--- src/design/gbp_clear.sv ---
// Post-reset clearing sequencer for the pattern counter table.
// No dependencies.
`timescale 1ns / 1ps
`default_nettype none

module gbp_clear #(
	parameter int DEPTH = 4096,
	parameter int AW    = (DEPTH > 1) ? $clog2(DEPTH) : 1
) (
	input  wire logic          clk,
	input  wire logic          arst_n,
	output logic               clearing,
	output logic [AW-1:0]      addr
);

	logic [AW:0] clr_q;

	assign clearing = (clr_q < (AW+1)'(DEPTH));
	assign addr     = clr_q[AW-1:0];

	// Advance one entry per cycle until the whole table is written
	always_ff @(posedge clk or negedge arst_n) begin
		if (!arst_n) begin
			clr_q <= '0;
		end else if (clearing) begin
			clr_q <= clr_q + (AW+1)'(1);
		end
	end

endmodule

`default_nettype wire

--- config.mk ---
export PLATFORM = sky130hd
export DESIGN_NAME = gbp_clear
export DESIGN_NICKNAME = d
export VERILOG_FILES = /design/src/design/gbp_clear.sv
export SDC_FILE = /design/constraint.sdc
export NUM_CORES = 1
export LEC_CHECK = 0
export BUFFER_PORTS_ARGS = -buffer_cell sky130_fd_sc_hd__buf_2
export CAP_MARGIN = 20
export CORE_ASPECT_RATIO = 1.25
export CORE_MARGIN = 3
export CORE_UTILIZATION = 30
export DETAILED_ROUTE_END_ITERATION = 7
export PLACE_DENSITY_LB_ADDON = 0.3
export SLEW_MARGIN = 20
export SYNTH_ARGS = -nofsm -noshare
export SYNTH_HDL_FRONTEND = slang
export SYNTH_SLANG_ARGS = --single-unit
--- constraint.sdc ---
create_clock -name clk -period 1.5 [get_ports clk]
set_input_delay 0.3 -clock clk [delete_from_list [all_inputs] [get_ports clk]]
set_output_delay 0.3 -clock clk [all_outputs]
set_load 0.005 [all_outputs]
# == Yosys cells after proc, flatten, opt, wreduce, memory -nomap -nowiden ==
# Cells that the tools add are included.
# word_totals
out_inout_bits,13
in_bits,2
regBits,13
# classes
magnitude_cmp,1
add_sub_neg,1
# op_table
cell,count
13-bit by 1-bit adder with 13-bit output (second input constant),1
13-bit less-than comparator (second input constant),1

# == Logic depth before layout (Yosys ltp) ==
# logic_depth
word_depth,1
mapped_depth,4

# == Worst setup path before layout ==
# OpenSTA, ideal clock, no wires.
# synth_path
path_type,register to register
start,register clr_q[0]
end,register clr_q[12]
path_stages_with_launch,5
path_buffers,0
period_less_slack_ps,1212
setup_time_ps,120
arrival_ps,1092
path_slack_ps,288
path_cell_list,dfrtp_1 ha_1 nand3b_1 nor2_1 a41o_2
# synth_between
elab_chain_cells,1
elab_cells_between_ends,2
# synth_lines
element,line_no,rtl
from (decl),16,logic [AW:0] clr_q;
from (signal assigned),26,clr_q <= clr_q + (AW+1)'(1);
13-bit by 1-bit adder with 13-bit output or 13-bit less-than comparator (tied branches),"26, 18",
# Parallel ways exist; a longest one is shown, timed or not.
# A chain may end at the register's enable or synchronous reset.

# == Worst setup path in the final report ==
# Ends and elaborated chain as after synthesis.

==> metrics.yaml <==
outcome:
  status: "finished, final reports clean"
placed_design:
  gp_congestion: 0.712
  placedInstanceArea_um2: 674
  numPortBuffers: 14
  dp.cells: 88
  place_hpwl_um: 738
synthesis:
  synth.avg_cell_area_um2: 11.7
  synth_largest_area_cell: "dfrtp_1"
  synthTopCellsByArea: "dfrtp_1, buf_4, xnor2_1"
  synth_top_area_share_pct: 48.7
  yosys_warnings: 0
  synthArstFlopShare_pct: 100
  syn_inst: 57
  synth_fp_nets: 60
  synth-seq-area-share_pct: 48.7
  synth.distinct_cells: 20
  postSynthRegisterBits: 13
  syn_area_um2: 668
  yosysMostFrequentCell: "dfrtp_1"
  synth_common_cells: "dfrtp_1, buf_4, xnor2_1"
  synth_flop_cell: "dfrtp_1"
  synth_edf_count: 0
critical_path:
  ff2ff_setup_slack_ns: 0.22
  crit_required_ns: 1.67
  arrival_ns: 1.45
  critPathLaunch: "clr_q[0]"
  rr_startpoint: "clr_q[0]"
  startpoint_type: "flop"
  crit_path_end: "clr_q[12]"
  cp-end-kind: "flop"
  critPathKind: "flop to flop"
  rr_endpoint: "clr_q[12]"
  cp_max_fo: 4
  r2r.worst_path.cells: 4
timing:
  report.final.slew_viol_count: 0
  rsz0062_at_grt: "false"
  skew_ns: 0.00153
  fmax_mhz: 783
  finalCritPeriodShare_pct: 85.1
  setup_viol: 0
  fin_crit_ns: 1.28
  worst_pin_slew_ns: 0.292
  hold_ws_ns: 0.428
  relSlewSlack_pct: 80.5
  finalHoldViolations: 0
  setup_tns_ns: 0
finish:
  drive_above_1_share_pct: 33.3
  final_cells: 93
  layout.nets: 67
  area_growth_pct: 6.37
  largest_reg_flops: 13
  stdcell_area_um2: 711
  regMostFlops: "clr_q"
  num-fill-cells: 227
  antenna_cells: 0
  largestRegisters: "clr_q: 13 flops"
grt:
  antenna_found_initial: 0
  grt_max_degree: 14
  grt.total_usage_pct: 8.92
  grt_pass1_wl_um: 1730
  grt_overflow: 0
  grt_pass1_vias: 379
floorplan:
  io_pins: 15
  initial_core_util_pct: 32.6
  dieWidth_um: 48.2
  coreArea_um2: 2050
  dieArea_um2: 2830
  die_h_um: 58.8
  num_rows: 18
cts:
  cts.root.buffer_cell: "clkbuf_4"
  ctsHtreeMaxLevel: 1
  cts_buffer_depth: 2
  clock_latency_ns: 0.28
  numCtsBuffers: 3
  clk_pin_slew_ns: 0.07
  cts_tree: "done"
  clock_sinks: 13
routing:
  drt_first_pass_iters: 4
  wl_um: 999
  drc: 0
  via_count: 391
  drt-initial-drc-count: 6
  ant_nets: 0
  wire_per_inst_um: 10.7
  vias_per_cell: 4.20
power_and_ir_drop:
  p_total_mw: 0.572
  p_leak_nw: 0.343
  ir_drop_mv: 0.395
  power_density_nw_per_um2: 806
hold_path:
  hold_class: "input pin to async pin"
flow_run:
  max_cap_viol_count: 0
## per-layer routing
| layer | wire length (um) | vias to the layer above | GRT usage (%) | share of wire [%] |
|---|---|---|---|---|
| met2 | 408 | 16 | 11.2 | 41 |
| met1 | 486 | 179 | 12.2 | 49 |
| met4 | 23 | 0 | 4.62 | 2.3 |
| met3 | 80 | 4 | 4.59 | 8.0 |
| li1 | - | 192 | - | - |
| met5 | 0 | - | 0 | 0 |
## placed cells by master, fill, tap and decap left out
cell / n
ha_1: 1
and4_1: 1
xor2_1: 4
and4b_1: 1
nor2_1: 1
clkbuf_4: 3
inv_1: 1
nor3_2: 1
and2_1: 1
nand3_1: 3
a41o_2: 1
xnor2_1: 7
buf_2: 14
dlygate4sd3_1: 1
clkbuf_1: 1
nand4_1: 3
mux2_2: 1
and3_1: 1
dfrtp_1: 13
nand3b_1: 1
nand2_1: 2
nor3b_2: 1
## report_power, final
group	internal (mW)	switching (mW)	leakage [nW]	total [mW]
clock	0.103	0.110	0.0150	0.213
sequential	0.350	0	0.167	0.350
combinational	0.00264	0.00674	0.161	0.00938
total	0.456	0.117	0.343	0.572
## timing repair
action,4_1_cts,5_1_grt
setup buffers,0,0
endpoints found under the setup margin,0,0
gates resized for setup,0,0
endpoints found under the hold margin,13,0
hold buffers,1,0
## worst max-delay path: stages, from the launching register on
cell      delay [ns]
dfrtp_1         0.42
ha_1            0.24
nand3b_1        0.16
nor2_1          0.09
a41o_2          0.26
## stage by stage
step / utilization, % / worst slack, ns
2_1_floorplan: - / 0.288
3_3_place_gp: 32.9 / 0.246
3_5_place_dp: 32.9 / 0.220
4_1_cts: 34.7 / 0.209
5_1_grt: 34.7 / 0.130
6_report: 34.7 / 0.224
## final cells by class
cell class	count	area, um2	share of cell area (%)
flip-flops and latches	13	325	45.8
repair buffers	15	80.1	11.3
inverters	1	3.75	0.528
multi-input cells	30	238	33.5
clock buffers	4	26.3	3.70
well taps	30	37.5	5.28
## how the worst min path moves through the flow
stage | slack, ns | cells after the start | to
finish | 0.43 | 2 | clr_q[5]
global route | 0.45 | 2 | clr_q[7]
CTS | 0.42 | 2 | clr_q[5]
detailed placement | 0.21 | 1 | clr_q[7]
global placement | 0.20 | 1 | clr_q[9]
floorplan | 0.004 | 0 | clr_q[0]
## logic make-up (layout without fill, tap and decap cells)
logic type / Yosys count / in the layout / share of synthesized area, %
muxes: 1 / 1 / 1.69
and+or+nand+nor: 16 / 16 / 15.9
buffers and inverters: 14 / 20 / 15.7
AOI/OAI and AO/OA: 1 / 1 / 1.69
DFF: 13 / 13 / 48.7
adders and majority gates: 1 / 1 / 1.87
xor gates and xnor gates: 11 / 11 / 14.4
No activity file was read; power rests on OpenSTA's default activity.
