$ cat src/design/gbp_history.sv
// Per-thread global history registers with a write-through read port.
// No dependencies.
`timescale 1ns / 1ps
`default_nettype none

module gbp_history #(
	parameter int HISTORY_BITS = 12,
	parameter int THREADS      = 4,
	parameter int TID_W        = (THREADS > 1) ? $clog2(THREADS) : 1
) (
	input  wire logic                    clk,
	input  wire logic                    arst_n,
	input  wire logic                    upd_en,
	input  wire logic [TID_W-1:0]        upd_thread,
	input  wire logic [HISTORY_BITS-1:0] upd_value,
	input  wire logic [TID_W-1:0]        rd_thread,
	output logic      [HISTORY_BITS-1:0] rd_value
);

	logic [HISTORY_BITS-1:0] hist_q [THREADS];

	// Forward an update landing this cycle so the next beat sees it
	always_comb begin
		if (upd_en && (upd_thread == rd_thread)) begin
			rd_value = upd_value;
		end else if (32'(rd_thread) < 32'(THREADS)) begin
			rd_value = hist_q[rd_thread];
		end else begin
			rd_value = '0;
		end
	end

	// Hold each thread's history; load on update
	always_ff @(posedge clk or negedge arst_n) begin
		if (!arst_n) begin
			for (int i = 0; i < THREADS; i++) begin
				hist_q[i] <= '0;
			end
		end else if (upd_en) begin
			hist_q[upd_thread] <= upd_value;
		end
	end

endmodule

`default_nettype wire

$ cat config.mk
export PLATFORM = sky130hd
export DESIGN_NAME = gbp_history
export DESIGN_NICKNAME = d
export VERILOG_FILES = /design/src/design/gbp_history.sv
export SDC_FILE = /design/constraint.sdc
export NUM_CORES = 1
export LEC_CHECK = 0
export BUFFER_PORTS_ARGS = -buffer_cell sky130_fd_sc_hd__buf_2
export CORE_UTILIZATION = 40
export DETAILED_ROUTE_END_ITERATION = 6
export GPL_TIMING_DRIVEN = 0
export MAX_ROUTING_LAYER = met4
export SLEW_MARGIN = 20
export SYNTH_ARGS = -nofsm -noshare
export SYNTH_HDL_FRONTEND = slang
export SYNTH_SLANG_ARGS = --single-unit
$ cat constraint.sdc
create_clock -name clk -period 2.9 [get_ports clk]
set_clock_uncertainty 0.2 [all_clocks]
set_input_delay 0.87 -clock clk [delete_from_list [all_inputs] [get_ports clk]]
set_output_delay 0.87 -clock clk [all_outputs]
set_load 0.05 [all_outputs]
==> Word level (Yosys, flattened, before mapping) <==
Index checks and enable logic that the tools add are counted.
{ "op_classes": {"order_cmp": 3, "add_sub_neg": 0, "n_reduce_logical": 2, "mul": 0, "eq_ne": 1, "bitwise_logic": 2, "div_mod_pow": 0, "shift": 0, "n_mux": 7} }
{ "op_table": {"columns": ["operator", "count"], "rows": [
  ["bitwise mux 48 bit", 1],
  ["two-way mux 12 bit", 4],
  ["binary-select mux 12 bit (select 2 bit)", 1],
  ["demux 12 bit (select 2 bit)", 1],
  [">= comparator 3 bit, second input constant", 2],
  ["NOT 2 -> 3 bit", 2],
  ["< comparator 3 x 1 -> 1 bit, second input constant", 1],
  ["equality test 2 bit", 1],
  ["logical AND 1 bit", 2]
]} }
{ "word_totals": {"mem_count": 0, "register_bits": 48, "latch_bits": 0, "input_bits": 19, "mem_bits_rw": 0, "romBits": 0} }

==> Longest topological paths before layout <==
{ "logic_depth": {"ltp_word": 6, "depth_mapped": 4} }

==> Least setup slack after synthesis <==
OpenSTA, ideal clock, no wires.
{ "synth_timing": {"path_kind": "in2out", "start": "input port rd_thread[1]", "end": "output port rd_value[10]", "path_slack_ns": -0.047, "cell_stages": 3, "arrival_time_ns": 1.877, "t_required_ns": 1.830, "cell_sequence": "clkbuf_1 mux4_2 mux2_4"} }
{ "synth_between": {"elab_chain_len": 5, "word_cells_on_any_way": 7, "cone_classes": "eq/ne: 1; mux: 4; bitwise: 1; reduce/logical: 1"} }
{ "synth_lines": {"columns": ["item", "line", "text"], "rows": [
  ["start, declared", "16", "input wire logic [TID_W-1:0] rd_thread,"],
  ["NOT 2 -> 3 bit (implied by the code)", "27", "rd_value = hist_q[rd_thread];"],
  ["binary-select mux 12 bit (select 2 bit)", "27", null],
  ["two-way mux 12 bit (implied by the code) (2 in a row)", "27", null],
  ["two-way mux 12 bit (*)", "24", "if (upd_en && (upd_thread == rd_thread)) begin"],
  ["end, declared", "17", "output logic [HISTORY_BITS-1:0] rd_value"]
]} }
Mark *: on every way between the ends. The rest lies on a longest branch, timed or not. The select of a mux whose other input is x is not followed.

==> Worst setup path in the final report <==
{ "layout_timing": {"start": "input port rd_thread[0]", "end": "output port rd_value[7]"} }
Same word-level chain as after synthesis.

==> out/results.txt <==
Entering global routing, the biggest net connects 49 pins. The slowest cell on the critical path is mux4_2. The setup TNS after final layout was -2.12 ns. The mean instance size in the synthesized netlist was 17.1 µm².

The tools report the final hold violation count as 0. The power share of the combinational group was 0.319; the number of top-level design ports was 31. The register with the most flip-flops in the layout has 48 of them. Layout cell share with drive strength beyond 1: 0.686. In this run, distinct cell masters in the synthesized netlist total 13. The tools report the final RePlAce weighted congestion as 0.675. The data required time of the worst path was 1.83 ns; the post-layout instance count excluding filler cells was 244.

The first global-routing pass estimated 7310 µm of wire. The clock-pin slew reported for the worst setup and hold paths after clock tree synthesis was 0.07 ns. The estimated wirelength of the detail-placed design was 2920 µm; the wire length per cell after detailed routing was 18.4 µm.

The biggest cell delay along the critical path came out at 0.50 ns. The worst register-to-register path begins at hist_q[23]. For the die outline area, the log shows 6020 µm². Path type of the worst setup path: input port to output pin. The family with the most delay on the worst path was multiplexers.

In this run the worst hold path is classified as flip-flop to flip-flop. The run gives 0 as the number of pins exceeding their max-slew limit in the final report. The logs give 0.239 for the clock network fraction of total power and 5510 µm² for the core region area. The final reports fail on setup timing. The highest metal layer carrying signal wires in the routed design is met4.

The worst path buffer plus inverter count was 3; the sequential share of power was 0.442. Setup repair after global routing could not meet its margin everywhere. The first routing iteration left 28 violations. The clock latency of the later-clocked register in the worst-skew pair is 0.29 ns. For this run, design rule violations remaining after detail routing come to 0. The overall global routing resource usage was 0.170; the warning count from the yosys run was 0. The detail route stage leaves a number of antenna-violating nets equal to 0. The number of vias after detailed routing came out at 1285. The tree is rooted in a clkbuf_8. The cell area that synthesis handed to floorplanning was 2290 µm². The via count of the first global-routing pass came out at 1434. Timing startpoint of the critical path: rd_thread[0]. Start point of the worst hold path: hist_q[47]. The tools report the final cell utilization of the core as 0.508.

The transition time at the pin with the least slew margin was 0.609 ns; the number of buffers on the longest clock path was 2. The worst-case setup margin in the final layout is -0.210 ns, and the register area share after synthesis is 0.525. In this run the power spent charging and discharging nets is 564 µW.

TritonCTS built the clock tree. Final hold analysis gives a worst-case slack of 0.302 ns. The number of antenna violations at the first check in global routing came out at 0. STA classifies the critical path startpoint as an input port. In the detailed route, the total length drawn on met3 is 132 µm. The final wirelength is 4480 µm, and the internal power summed over all cells is 1.37 mW. For the effective utilization at floorplan, the log shows 0.415. The repair_antennas step left the layout with diodes totalling 0.

For the max capacitance violation total, the log shows 0. The logs give 4 for the total iterations of the first detailed-routing run and 134 for the instance count of the mapped netlist. The H-tree was split into 2 levels. After layout, the minimum clock period comes to 3.11 ns.

The worst-case IR drop observed on VDD is 0.000362 V. The number of buffers added by the clock tree synthesis step was 5; the layout overhead on the synthesized area was 22.3%. Input and output buffers added on the ports amount to 30.

After detailed routing, the wire length on met1 is 2100 µm. The run finished, with violations left. The most common cell type on the critical path is buf_12.

The largest register by flop count is hist_q. The number of rows in the core area is 27. The largest registers in the layout are hist_q (48). The final setup violation count is 12. Post-route fraction of the period consumed by the critical path: 1.07. The worst slew slack as a fraction of its limit was 0.594. Power spread over the standard cell area amounts to 691 nW/µm².

Static timing analysis puts the maximum clock frequency at 321 MHz. The switching portion of total power works out to 0.292. Amount of wire on met2 after detailed routing: 2200 µm. The tools report the endpoint class of the critical path as an output pin. Walking the worst path, the cells encountered are buf_12 -> buf_12 -> mux4_2 -> mux2_4 -> buf_8. The height of the die was 77.6 µm; the arrival time at the worst endpoint was 2.04 ns. In this run, placement finished with an instance count of 236. CTS saw 48 sinks. Global routing finished with a remaining overflow of 0. The leakage power of the design is 1.23 nW, and the count of state elements after synthesis is 48.

From left edge to right edge, the die measures 77.6 µm. The via density per instance was 5.27; the count of nets after finishing was 192. Of all nets on the critical path, the largest fanout is 5. The number of nets handed over by synthesis was 153.
synth_stat cells:
master    number  area share
mux2_2        50        0.25
dfrtp_1       48        0.53
mux2_4        10       0.066
mux4_2        10       0.098
buf_2          3      0.0066
buf_4          2      0.0066
mux4_1         2       0.023
nand3_1        2      0.0044
nand3b_1       2      0.0066
xnor2_1        2      0.0077
buf_6          1      0.0049
clkbuf_1       1      0.0016
nor3b_1        1      0.0033
cell families after synthesis:
kind of cell,count (synthesis),share of synthesized area
xor gates and xnor gates,2,0.00766
buffers and inverters,7,0.0197
DFF,48,0.525
muxes,72,0.433
and+or+nand+nor,5,0.0142
final cells by class:
| class | count | area (µm²) |
|---|---|---|
| multi-input cells | 79 | 1060 |
| clock buffers | 5 | 68.8 |
| fillers | 471 | 2710 |
| flip-flops and latches | 48 | 1200 |
| well taps | 72 | 90.1 |
| plain buffers | 7 | 61.3 |
| repair buffers | 32 | 289 |
| clock inverters | 1 | 30.0 |
per-stage QoR:
step	power [mW]	setup WS [ns]	instance area [µm²]
finish	1.93	-0.210	2800
detailed placement	1.40	-0.388	2540
global placement	1.37	-0.371	2540
CTS	1.95	-0.222	2780
global route	2.03	-0.243	2800
floorplan	1.28	0.0109	2300
what timing repair did:
item | in CTS | in global routing
cloned | 1 | 0
resized for setup | 36 | 4
setup endpoints to repair | 12 | 12
buffers inserted | 1 | 0
hold buffers | 0 | 0
placed cells by master, fill, tap and decap left out, drive strengths merged:
master,synthesis,routed
mux2,60,60
dfrtp,48,48
buf,6,39
mux4,12,12
clkbuf,1,5
nand3b,2,2
xnor2,2,2
nand3,2,2
nor3b,1,1
bufinv,0,1
power by group through the flow:
| stage | clock, mW | sequential [mW] | combinational (mW) |
|---|---|---|---|
| floorplan | 0 | 0.845 | 0.432 |
| global placement | 0 | 0.855 | 0.519 |
| detailed placement | 0 | 0.868 | 0.536 |
| CTS | 0.473 | 0.855 | 0.619 |
| global route | 0.507 | 0.870 | 0.651 |
| finish | 0.462 | 0.855 | 0.618 |
metal layers:
metal	track usage	up-vias
met5	-	-
li1	-	582
met3	0.0435	5
met1	0.211	670
met2	0.274	28
met4	0.0509	0
final timing paths:
check	slack, ns	cells after the start	end
min in group asynchronous	0.37	1	hist_q[38]
setup / recovery	-0.21	5	rd_value[7]
max in group asynchronous	1.71	1	hist_q[11]
hold / removal	0.30	1	hist_q[47]
setup reg to reg	1.93	1	hist_q[23]
hold reg to reg	0.30	1	hist_q[47]
No activity file was read; power rests on OpenSTA's default activity.
